**config.mk**
```make
export PLATFORM = sky130hd
export DESIGN_NAME = ldu_fsa_ctrl
export DESIGN_NICKNAME = d
export VERILOG_FILES = /design/src/hw/rtl/ldu_fsa_pkg.sv /design/src/hw/rtl/ldu_fsa_ctrl.sv
export SDC_FILE = /design/constraint.sdc
export NUM_CORES = 1
export LEC_CHECK = 0
export BUFFER_PORTS_ARGS = -buffer_cell sky130_fd_sc_hd__buf_4
export CAP_MARGIN = 0
export CORE_AREA = 2 2 39 41
export DETAILED_ROUTE_END_ITERATION = 10
export DIE_AREA = 0 0 41 43
export SLEW_MARGIN = 30
export SYNTH_ARGS = -nofsm -noshare
export SYNTH_HDL_FRONTEND = slang
export SYNTH_SLANG_ARGS = --single-unit
```
**constraint.sdc**
```tcl
create_clock -name clock -period 1.44 [get_ports clock]
set_clock_uncertainty 0.05 [all_clocks]
set_input_delay 0.144 -clock clock [delete_from_list [all_inputs] [get_ports clock]]
set_output_delay 0.144 -clock clock [all_outputs]
set_load 0.01 [all_outputs]
```
**src/hw/rtl/ldu_fsa_pkg.sv**
```systemverilog
// shared types, codes and constants for the ldu face scatter accumulate block
`default_nettype none
package ldu_fsa_pkg;

   localparam int unsigned DEF_CELL_COUNT = 1024;
   localparam int unsigned DEF_FRAC_BITS  = 16;

   localparam int unsigned CMD_W   = 2;
   localparam int unsigned CELL_W  = 10;
   localparam int unsigned DATA_W  = 32;
   localparam int unsigned MODE_W  = 3;
   localparam int unsigned IDX_W   = 17;

   localparam logic [CMD_W-1:0] CMD_LOAD = 2'd0;
   localparam logic [CMD_W-1:0] CMD_FACE = 2'd1;
   localparam logic [CMD_W-1:0] CMD_READ = 2'd2;

   localparam logic [MODE_W-1:0] MODE_ADD   = 3'd0;
   localparam logic [MODE_W-1:0] MODE_SUB   = 3'd1;
   localparam logic [MODE_W-1:0] MODE_MAG   = 3'd2;
   localparam logic [MODE_W-1:0] MODE_ROW   = 3'd3;
   localparam logic [MODE_W-1:0] MODE_SPAI0 = 3'd4;
   localparam logic [MODE_W-1:0] MODE_NEGOD = 3'd5;

   typedef enum logic [3:0] {
      ST_IDLE,
      ST_DISPATCH,
      ST_LOAD_RD,
      ST_LOAD_WR,
      ST_LO_RD,
      ST_LO_WR,
      ST_HI_RD,
      ST_HI_WR,
      ST_RD,
      ST_CHK,
      ST_DIV,
      ST_EMIT
   } state_type;

   typedef struct packed {
      logic take;
      logic side;
      logic mem_rd;
      logic load_wr;
      logic face_wr;
      logic div_start;
      logic div_step;
      logic emit;
   } ctl_type;

   typedef struct packed {
      logic             req_valid;
      logic [CMD_W-1:0] cmd;
      logic             in_range;
      logic             spai0;
      logic             diag_zero;
      logic             div_done;
      logic             rsp_free;
   } sts_type;

endpackage
`default_nettype wire

```
**src/hw/rtl/ldu_fsa_ctrl.sv**
```systemverilog
// controller state machine sequencing loads, faces, reads and the divider
`default_nettype none
module ldu_fsa_ctrl (
   input  wire logic                 clock,
   input  wire logic                 reset,
   input  wire ldu_fsa_pkg::sts_type sts,
   output ldu_fsa_pkg::ctl_type      ctl
);

   ldu_fsa_pkg::state_type state_ff, state_in;

   always_ff @(posedge clock) begin
      if (reset) begin
         state_ff <= ldu_fsa_pkg::ST_IDLE;
      end else begin
         state_ff <= state_in;
      end
   end

   always_comb begin
      state_in = state_ff;
      ctl      = '0;
      case (state_ff)
         ldu_fsa_pkg::ST_IDLE: begin
            ctl.take = 1'b1;
            if (sts.req_valid) begin
               state_in = ldu_fsa_pkg::ST_DISPATCH;
            end
         end
         ldu_fsa_pkg::ST_DISPATCH: begin
            case (sts.cmd)
               ldu_fsa_pkg::CMD_LOAD: state_in = ldu_fsa_pkg::ST_LOAD_RD;
               ldu_fsa_pkg::CMD_FACE: state_in = ldu_fsa_pkg::ST_LO_RD;
               ldu_fsa_pkg::CMD_READ: state_in = ldu_fsa_pkg::ST_RD;
               default:               state_in = ldu_fsa_pkg::ST_IDLE;
            endcase
         end
         ldu_fsa_pkg::ST_LOAD_RD: begin
            ctl.mem_rd = 1'b1;
            state_in   = sts.in_range ? ldu_fsa_pkg::ST_LOAD_WR : ldu_fsa_pkg::ST_IDLE;
         end
         ldu_fsa_pkg::ST_LOAD_WR: begin
            ctl.load_wr = 1'b1;
            state_in    = ldu_fsa_pkg::ST_IDLE;
         end
         ldu_fsa_pkg::ST_LO_RD: begin
            ctl.mem_rd = 1'b1;
            state_in   = sts.in_range ? ldu_fsa_pkg::ST_LO_WR : ldu_fsa_pkg::ST_HI_RD;
         end
         ldu_fsa_pkg::ST_LO_WR: begin
            ctl.face_wr = 1'b1;
            state_in    = ldu_fsa_pkg::ST_HI_RD;
         end
         ldu_fsa_pkg::ST_HI_RD: begin
            ctl.side   = 1'b1;
            ctl.mem_rd = 1'b1;
            state_in   = sts.in_range ? ldu_fsa_pkg::ST_HI_WR : ldu_fsa_pkg::ST_IDLE;
         end
         ldu_fsa_pkg::ST_HI_WR: begin
            ctl.side    = 1'b1;
            ctl.face_wr = 1'b1;
            state_in    = ldu_fsa_pkg::ST_IDLE;
         end
         ldu_fsa_pkg::ST_RD: begin
            ctl.mem_rd = 1'b1;
            state_in   = ldu_fsa_pkg::ST_CHK;
         end
         ldu_fsa_pkg::ST_CHK: begin
            if (sts.in_range && sts.spai0 && !sts.diag_zero) begin
               ctl.div_start = 1'b1;
               state_in      = ldu_fsa_pkg::ST_DIV;
            end else begin
               state_in = ldu_fsa_pkg::ST_EMIT;
            end
         end
         ldu_fsa_pkg::ST_DIV: begin
            if (sts.div_done) begin
               state_in = ldu_fsa_pkg::ST_EMIT;
            end else begin
               ctl.div_step = 1'b1;
            end
         end
         ldu_fsa_pkg::ST_EMIT: begin
            if (sts.rsp_free) begin
               ctl.emit = 1'b1;
               state_in = ldu_fsa_pkg::ST_IDLE;
            end
         end
         default: state_in = ldu_fsa_pkg::ST_IDLE;
      endcase
   end

endmodule
`default_nettype wire

```
==> results of run 1 <==
cells by family (layout without fill, tap and decap cells):
family	Yosys count	in the layout	synth area share
and+or+nand+nor	30	30	0.381
DFF	4	4	0.178
AOI/OAI and AO/OA	19	19	0.292
xor gates and xnor gates	1	1	0.0194
buffers and inverters	9	33	0.131
critical path, cell delays in order (launching register included):
cell and delay [ns]:
dfxtp_4 0.40, buf_8 0.14, inv_6 0.04, nor4_4 0.26
buf_4 0.16
routing by layer:
layer	vias up	track usage	part of all wire
met2	13	0.244	0.50
met3	2	0.0471	0.035
met1	271	0.248	0.45
li1	290	-	-
met5	-	0	0
met4	0	0.0800	0.010
per-stage QoR:
step	std cells	hold WS, ns	power (mW)	TNS, ns	area (um2)
floorplan	63	0.171	0.591	0	450
global placement	99	0.305	0.775	0	618
detailed placement	99	0.307	0.782	-0.0252	618
CTS	102	0.0550	0.967	-0.0510	672
global route	103	0.0674	1.15	-0.121	721
finish	103	0.0515	1.06	-0.000553	721
report_power, final:
part	leakage, nW	switching, mW	total (mW)	internal, mW
Sequential	0.0342	0.0660	0.221	0.154
Clock	0.0138	0.0475	0.141	0.0933
Combinational	0.231	0.342	0.700	0.358
worst min-delay path by stage:
stage	cells after the start	from	to	slack, ns
2_1_floorplan	1	reset	state_ff[2]	0.17
3_5_place_dp	2	reset	state_ff[2]	0.31
3_3_place_gp	2	reset	state_ff[2]	0.31
4_1_cts	2	reset	state_ff[0]	0.06
6_report	2	reset	state_ff[2]	0.05
5_1_grt	2	reset	state_ff[2]	0.07
cells in the final DEF (no fill, tap or decap), types with 3 or more instances in the layout:
cell,Yosys,final
a21oi_1,3,3
buf_4,2,25
clkbuf_4,0,3
nand3b_1,3,3
nor2_1,6,5
nor3_1,7,7
o21ai_0,3,3
timing repair:
| action | in CTS | in global routing |
|---|---|---|
| resized for setup | 8 | 9 |
| setup endpoints to repair | 7 | 7 |
| pin swaps | 0 | 1 |
| gates cloned | 0 | 0 |
| setup buffers | 0 | 1 |
cell type report:
type                            count  area (um2)  share of cell area
Clock buffer                        3        22.5              0.0313
Timing Repair Buffer               27         214               0.297
Tap cell                           16        20.0              0.0278
Inverter                            3        16.3              0.0226
Multi-Input combinational cell     50         362               0.502
Sequential cell                     4        86.3               0.120
==> results by group, run 1 <==
Outcome
  – Status: finished, violations left
  – Violated checks: negative setup slack

Layout
  – Largest registers: state_ff: 4 flops
  – Fill cell count: 136
  – Area grow syn2layout: 60.0%
  – Top reg by flops: state_ff
  – Max FFs per register: 4
  – Ant. Diodes: 0
  – Layout cells sized above 1: 0.506
  – Nets: 99
  – Final core occ: 0.521

Drt
  – Via Count: 576
  – # DRC: 0
  – Drt wl/cell: 13.1 um
  – Initial DRC Count: 12
  – Routed WL: 1350 um
  – Routed Antenna Nets: 0
  – Drt via density: 5.59
  – DR pass1 iterations: 4

Floorplan
  – # rows: 14
  – Initial Utilization: 0.325
  – Die width: 41 um
  – Die area: 0.00176 mm2
  – I/O Pins: 18
  – Die span in y: 43 um
  – Placeable Area: 0.00138 mm2

Setup path
  – R2R depth: 4
  – RR Endpoint: state_ff[3]
  – Worst Setup SP: state_ff[0]
  – Worst setup endpoint: ctl[2]
  – R2R setup slack: 0.05 ns
  – Worst setup SP type: register
  – WP data arrival: 1.25 ns
  – CP required: 1.25 ns
  – R2R Path Start: state_ff[3]
  – Critical Path Fanout Max: 9
  – Crit Path Class: reg -> out
  – CP Capture Type: output pin

Pwr
  – P_leak: 0.279 nW
  – PwrDens: 1470 mW/mm2
  – VDD IR-drop max: 0.000894 V

Logic synthesis
  – Avg Inst Size Synth: 7.15 um2
  – Synthesized flop and latch total: 4
  – Syn Nets: 73
  – Synthesized area: 450 um2
  – Commonest cells in the netlist: 7 x nor3_1, 6 x nor2_1, 4 x dfxtp_1, 4 x nor4_1
  – Main flop type after synthesis: dfxtp_1
  – Ys async rst share: 0
  – Cell taking the most area after synthesis: dfxtp_1
  – Cell variety after synth: 32
  – Sequential element share of the synthesized area: 0.178
  – YS warnings: 0
  – Ranking of synthesized cells by area: dfxtp_1 18%, nor3_1 7.8%, nor4_1 5.6%, buf_6 5.0%, nand3b_1 5.0%
  – Most frequent cell after synthesis: nor3_1
  – Area share of the largest cell type after synthesis: 0.178
  – Post-synth EDFFs: 0
  – Mapped Cells: 63

STA
  – Tightest Pin Transition: 0.337 ns
  – Tmin final: 1.44 ns
  – Max Freq: 0.694 GHz
  – Slew HR: 0.773
  – Fin. max-slew vios: 0
  – Hold Vio Cnt, Final: 0
  – Fin crit share: 1.00
  – Final WS setup: -0.000553 ns
  – RSZ-0062 raised after global routing: true
  – Final setup fails: 1

Global route
  – Antenna violations before repair: 0
  – First-pass GRT wire length: 2140 um
  – Total gr overflow: 0
  – Total global-route track usage: 0.177
  – Vias in the first global route: 525
  – Largest net degree at the start of global routing: 14

Clock tree
  – CTS clk-pin slew, worst paths: 0.04 ns
  – Clock latency on the worst-skew pair: 0.24 ns
  – Clock Tree Buf Depth: 2
  – H-Tree Depth: 1
  – Quantity of hold-fixing buffers added after cts: 0
  – Root Buffer: clkbuf_4
  – Clk sinks: 4
  – CTS tree: yes
  – CTS buffer count: 3

Worst hold path
  – Hold WC Path Type: in -> reg

Placement
  – DP HPWL: 981 um
  – Buffers on Ports: 17
  – Worst slack at placement: -0.0252 ns
  – Final Wtd Congestion: 0.787

Run
  – Max Cap Violations: 0
(Power assumes the default switching activity.)
==> run 2, diff against run 1 <==
--- a/config.mk
+++ b/config.mk
@@ -7,5 +7,4 @@
 export LEC_CHECK = 0
 export BUFFER_PORTS_ARGS = -buffer_cell sky130_fd_sc_hd__buf_4
-export CAP_MARGIN = 0
 export CORE_AREA = 2 2 39 41
 export DETAILED_ROUTE_END_ITERATION = 10
--- a/constraint.sdc
+++ b/constraint.sdc
@@ -3,3 +3,3 @@
 set_input_delay 0.144 -clock clock [delete_from_list [all_inputs] [get_ports clock]]
 set_output_delay 0.144 -clock clock [all_outputs]
-set_load 0.01 [all_outputs]
+set_load 0.005 [all_outputs]
==> run 2 against run 1 <==
The run now ends clean. Wire length increased by 4.1%. Sequential power decreased by 2%. Critical path depth unchanged. Via count increased by 1.6%. Combinational power increased by 1%. Register-to-register slack about the same. Setup slack improved by 0.0054 ns. Worst hold slack improved by 0.0084 ns. First-iteration DRC count increased by 100%. Total power about the same. Core utilization increased by 1.7 points. Final cell count increased by 3.9%. Critical path type unchanged.
==> results by group, run 2 (synthesized netlist as in run 1, its figures left out) <==
Outcome
  – Status: finished, final reports clean

Global route
  – First-pass GRT wire length: 2060 um
  – Largest net degree at the start of global routing: 15
  – Total global-route track usage: 0.164
  – Total gr overflow: 0
  – Vias in the first global route: 485
  – Antenna violations before repair: 0

Floorplan
  – Die area: 0.00176 mm2
  – Placeable Area: 0.00138 mm2
  – Die span in y: 43 um
  – Die width: 41 um
  – # rows: 14
  – Initial Utilization: 0.325
  – I/O Pins: 18

STA
  – RSZ-0062 raised after global routing: true
  – Slew HR: 0.831
  – Fin. max-slew vios: 0
  – Tmin final: 1.44 ns
  – Setup TNS Final: 0 ns
  – Fin crit share: 0.997
  – Tightest Pin Transition: 0.253 ns
  – Hold Vio Cnt, Final: 0
  – Final hold slack: 0.0599 ns
  – Max Freq: 0.697 GHz
  – Final setup fails: 0

Run
  – Max Cap Violations: 0

Setup path
  – Worst setup SP type: register
  – Worst path cell trace: buf_6 > buf_4 > nor4_2 > buf_4
  – CP Capture Type: output pin
  – Slowest cell on the critical path: dfxtp_2
  – Critical Path Fanout Max: 10
  – CP most frequent cell: buf_4
  – Critical Path Max Stage Delay: 0.31 ns
  – WP data arrival: 1.24 ns
  – CP required: 1.25 ns
  – Crit Path Class: reg -> out

Clock tree
  – CTS buffer count: 3
  – CTS tree: yes
  – Clk sinks: 4
  – Quantity of hold-fixing buffers added after cts: 0
  – Clock Tree Buf Depth: 2
  – Root Buffer: clkbuf_4
  – Clock latency on the worst-skew pair: 0.23 ns
  – H-Tree Depth: 1
  – CTS clk-pin slew, worst paths: 0.04 ns

Drt
  – DR pass1 iterations: 4
  – Drt wl/cell: 13.2 um
  – Initial DRC Count: 24
  – Routed Antenna Nets: 0
  – Routed WL: 1410 um
  – # DRC: 0
  – Via Count: 585
  – Drt via density: 5.47

Layout
  – FF+latch area: 88.8 um2
  – Ant. Diodes: 0
  – Nets: 103
  – Design Area, Final: 744 um2
  – Most common cell after layout, fill and taps aside: buf_4
  – Multi-input logic area: 347 um2
  – Largest registers: state_ff: 4 flops
  – Top reg by flops: state_ff
  – Final core occ: 0.538
  – Max FFs per register: 4
  – Layout cells sized above 1: 0.538
  – Fill cell count: 140
  – Most frequent cells in the layout: 28 x buf_4, 7 x nor3_1, 5 x nor2_1
  – Area grow syn2layout: 65.3%
  – Fin cells: 107

Pwr
  – VDD IR-drop max: 0.000668 V
  – PwrDens: 1420 mW/mm2
  – P_leak: 0.302 nW

Placement
  – Final Wtd Congestion: 0.785
  – DP Cell Count: 97
  – DP HPWL: 943 um
  – Buffers on Ports: 17
  – Placed cell areas: 616 um2

Worst hold path
  – Hold WC Path Type: in -> reg
[run 2: layer usage]
layer / part of all wire / GRT usage / vias to the layer above
met1: 0.47 / 0.225 / 277
met5: 0 / 0 / -
met2: 0.50 / 0.244 / 12
met4: 0 / 0.0400 / 0
met3: 0.035 / 0.0471 / 0
li1: - / - / 296
[run 2: repair_timing]
| action | CTS | global route |
|---|---|---|
| buffers inserted | 2 | 5 |
| gates resized for setup | 8 | 6 |
| pin swaps | 0 | 2 |
| setup endpoints to repair | 4 | 5 |
[run 2: layout make-up]
| type | instances | share of cell area |
|---|---|---|
| clock buffers | 3 | 0.0303 |
| flip-flops and latches | 4 | 0.119 |
| inverters | 3 | 0.0185 |
| repair buffers | 31 | 0.339 |
| multi-input cells | 50 | 0.466 |
| well taps | 16 | 0.0269 |
[run 2: critical path, delay by kind of cell (launching register included)]
kind | cells | cell delay, ns
simple gates | 1 | 0.27
buf+inv | 3 | 0.43
flops | 1 | 0.31
[run 2: final timing paths]
check / from / end / slack (ns) / depth (start not counted)
setup / recovery: state_ff[1] / ctl[7] / 0.005 / 4
hold / removal: reset / state_ff[0] / 0.06 / 2
setup reg to reg: state_ff[3] / state_ff[1] / 0.04 / 5
hold reg to reg: state_ff[0] / state_ff[3] / 0.58 / 2
[run 2: stage by stage]
stage / power, mW / worst slack [ns]
finish: 1.06 / 0.00489
global route: 1.13 / -0.0472
CTS: 0.958 / 0.000553
detailed placement: 0.761 / 0.0602
global placement: 0.766 / 0.0752
floorplan: 0.575 / 0.0556
[run 2: power breakdown]
group	internal, mW	switching, mW
sequential	0.156	0.0606
combinational	0.386	0.323
clock	0.0928	0.0409
==> run 3, diff against run 2 <==
SETUP_SLACK_MARGIN = 0.2   (was default)
==> run 3 against run 2 <==
The run now ends with negative setup slack left. Non-clock buffer count is 12 higher. Final cell count is 11% higher. Total power is 35% higher. Die area stayed put. Sequential share of layout area is 2.3 points lower. Sequential cell count stayed put. Setup slack worse by 0.020 ns. Combinational power is 52% higher. Core utilization is 16 points higher. Critical path depth stayed put. Sequential power hardly changed. Critical path type unchanged. Largest power group unchanged.
==> results by group, run 3 (synthesized netlist as in run 1, its figures left out) <==
Clock tree
  – H-Tree Depth: 1
  – Clock Tree Buf Depth: 2
  – Clk sinks: 4
  – CTS clk-pin slew, worst paths: 0.03 ns
  – CTS tree: yes
  – Clock latency on the worst-skew pair: 0.23 ns
  – Quantity of hold-fixing buffers added after cts: 0
  – CTS buffer count: 3
  – Root Buffer: clkbuf_4

Global route
  – Total global-route track usage: 0.192
  – Vias in the first global route: 577
  – Total gr overflow: 0
  – Antenna violations before repair: 0
  – First-pass GRT wire length: 2290 um
  – Largest net degree at the start of global routing: 21

Outcome
  – Violated checks: negative setup slack
  – Status: finished, violations left

Drt
  – DR pass1 iterations: 4
  – Routed WL: 1900 um
  – Drt wl/cell: 15.9 um
  – Wire length on met2: 1010 um
  – # DRC: 0
  – Drt via density: 5.69
  – Wl on met1: 840 um
  – Via Count: 677
  – Initial DRC Count: 18
  – Routed met3 length: 50 um
  – Routed Antenna Nets: 0
  – Uppermost layer routed: met3

Floorplan
  – # rows: 14
  – Placeable Area: 0.00138 mm2
  – I/O Pins: 18
  – Initial Utilization: 0.325
  – Die width: 41 um
  – Die span in y: 43 um
  – Die area: 0.00176 mm2

Layout
  – Design Area, Final: 966 um2
  – Ant. Diodes: 0
  – Nets: 115
  – Largest registers: state_ff: 4 flops
  – Most common cell after layout, fill and taps aside: buf_4
  – Final core occ: 0.698
  – Max FFs per register: 4
  – Most frequent cells in the layout: 32 x buf_4, 9 x buf_6, 5 x nor2_1
  – Area grow syn2layout: 114%
  – Layout cells sized above 1: 0.680
  – Top reg by flops: state_ff

Placement
  – Final Wtd Congestion: 0.769
  – DP HPWL: 988 um
  – Placed cell areas: 624 um2
  – Buffers on Ports: 17
  – Worst slack at placement: 0.0221 ns

Setup path
  – Slowest cell on the critical path: dfxtp_4
  – Critical Path Fanout Max: 6
  – CP Capture Type: output pin
  – Worst setup SP type: register
  – Crit Path Class: reg -> out
  – Critical Path Max Stage Delay: 0.36 ns
  – CP required: 1.25 ns
  – WP data arrival: 1.26 ns
  – R2R setup slack: 0.03 ns
  – Worst path cell trace: buf_6 > nor4_4 > buf_4 > buf_6
  – CP most frequent cell: buf_6

STA
  – RSZ-0062 raised after global routing: true
  – Tightest Pin Transition: 0.280 ns
  – Fin. max-slew vios: 0
  – Final setup fails: 2
  – Final WS setup: -0.0155 ns
  – Tmin final: 1.46 ns
  – Hold Vio Cnt, Final: 0
  – Slew HR: 0.812
  – Fin crit share: 1.01
  – Max Freq: 0.687 GHz
  – Final hold slack: 0.0605 ns

Pwr
  – Pwr Total: 1.43 mW
  – VDD IR-drop max: 0.000987 V
  – PwrDens: 1480 mW/mm2
  – P_leak: 0.383 nW

Worst hold path
  – Hold WC Path Type: in -> reg

Run
  – Max Cap Violations: 0
[run 3: repair_timing]
action	4_1_cts	5_1_grt
endpoints found under the hold margin	0	0
gates resized for setup	24	18
setup buffers	8	9
endpoints found under the setup margin	12	11
cloned	0	1
pin swaps	8	7
[run 3: final cells by class]
class                           instances  area [um2]
Multi-Input combinational cell         50         420
Fill cell                             113         418
Sequential cell                         4        92.6
Timing Repair Buffer                   43         387
Inverter                                3        23.8
Clock buffer                            3        22.5
Tap cell                               16        20.0
[run 3: report_power, final]
group          leakage [nW]  internal (mW)  switching (mW)
Clock                0.0138         0.0929          0.0427
Combinational         0.334          0.600           0.479
Sequential           0.0353          0.157          0.0600
Total                 0.383          0.850           0.582
[run 3: metrics by stage]
step | cells | setup TNS (ns)
2_1_floorplan | 63 | 0
3_3_place_gp | 98 | 0
3_5_place_dp | 98 | 0
4_1_cts | 109 | 0
5_1_grt | 119 | -0.339
6_report | 119 | -0.0262
[run 3: metal layers]
metal,track usage,up-vias
li1,-,319
met1,0.228,338
met2,0.303,20
met3,0.0628,0
met4,0.0733,0
met5,0,-
[run 3: path summary, 6_finish.rpt]
path	startpoint	endpoint	cells after the start
min	reset	state_ff[2]	2
max reg2reg	state_ff[1]	state_ff[3]	4
max	state_ff[0]	ctl[1]	4
min reg2reg	state_ff[2]	state_ff[3]	2
[run 3: worst max-delay path: cells and delay by family (launching register included)]
family	cells	cell delay [ns]
DFF	1	0.36
and+or+nand+nor	1	0.28
buffers and inverters	3	0.39
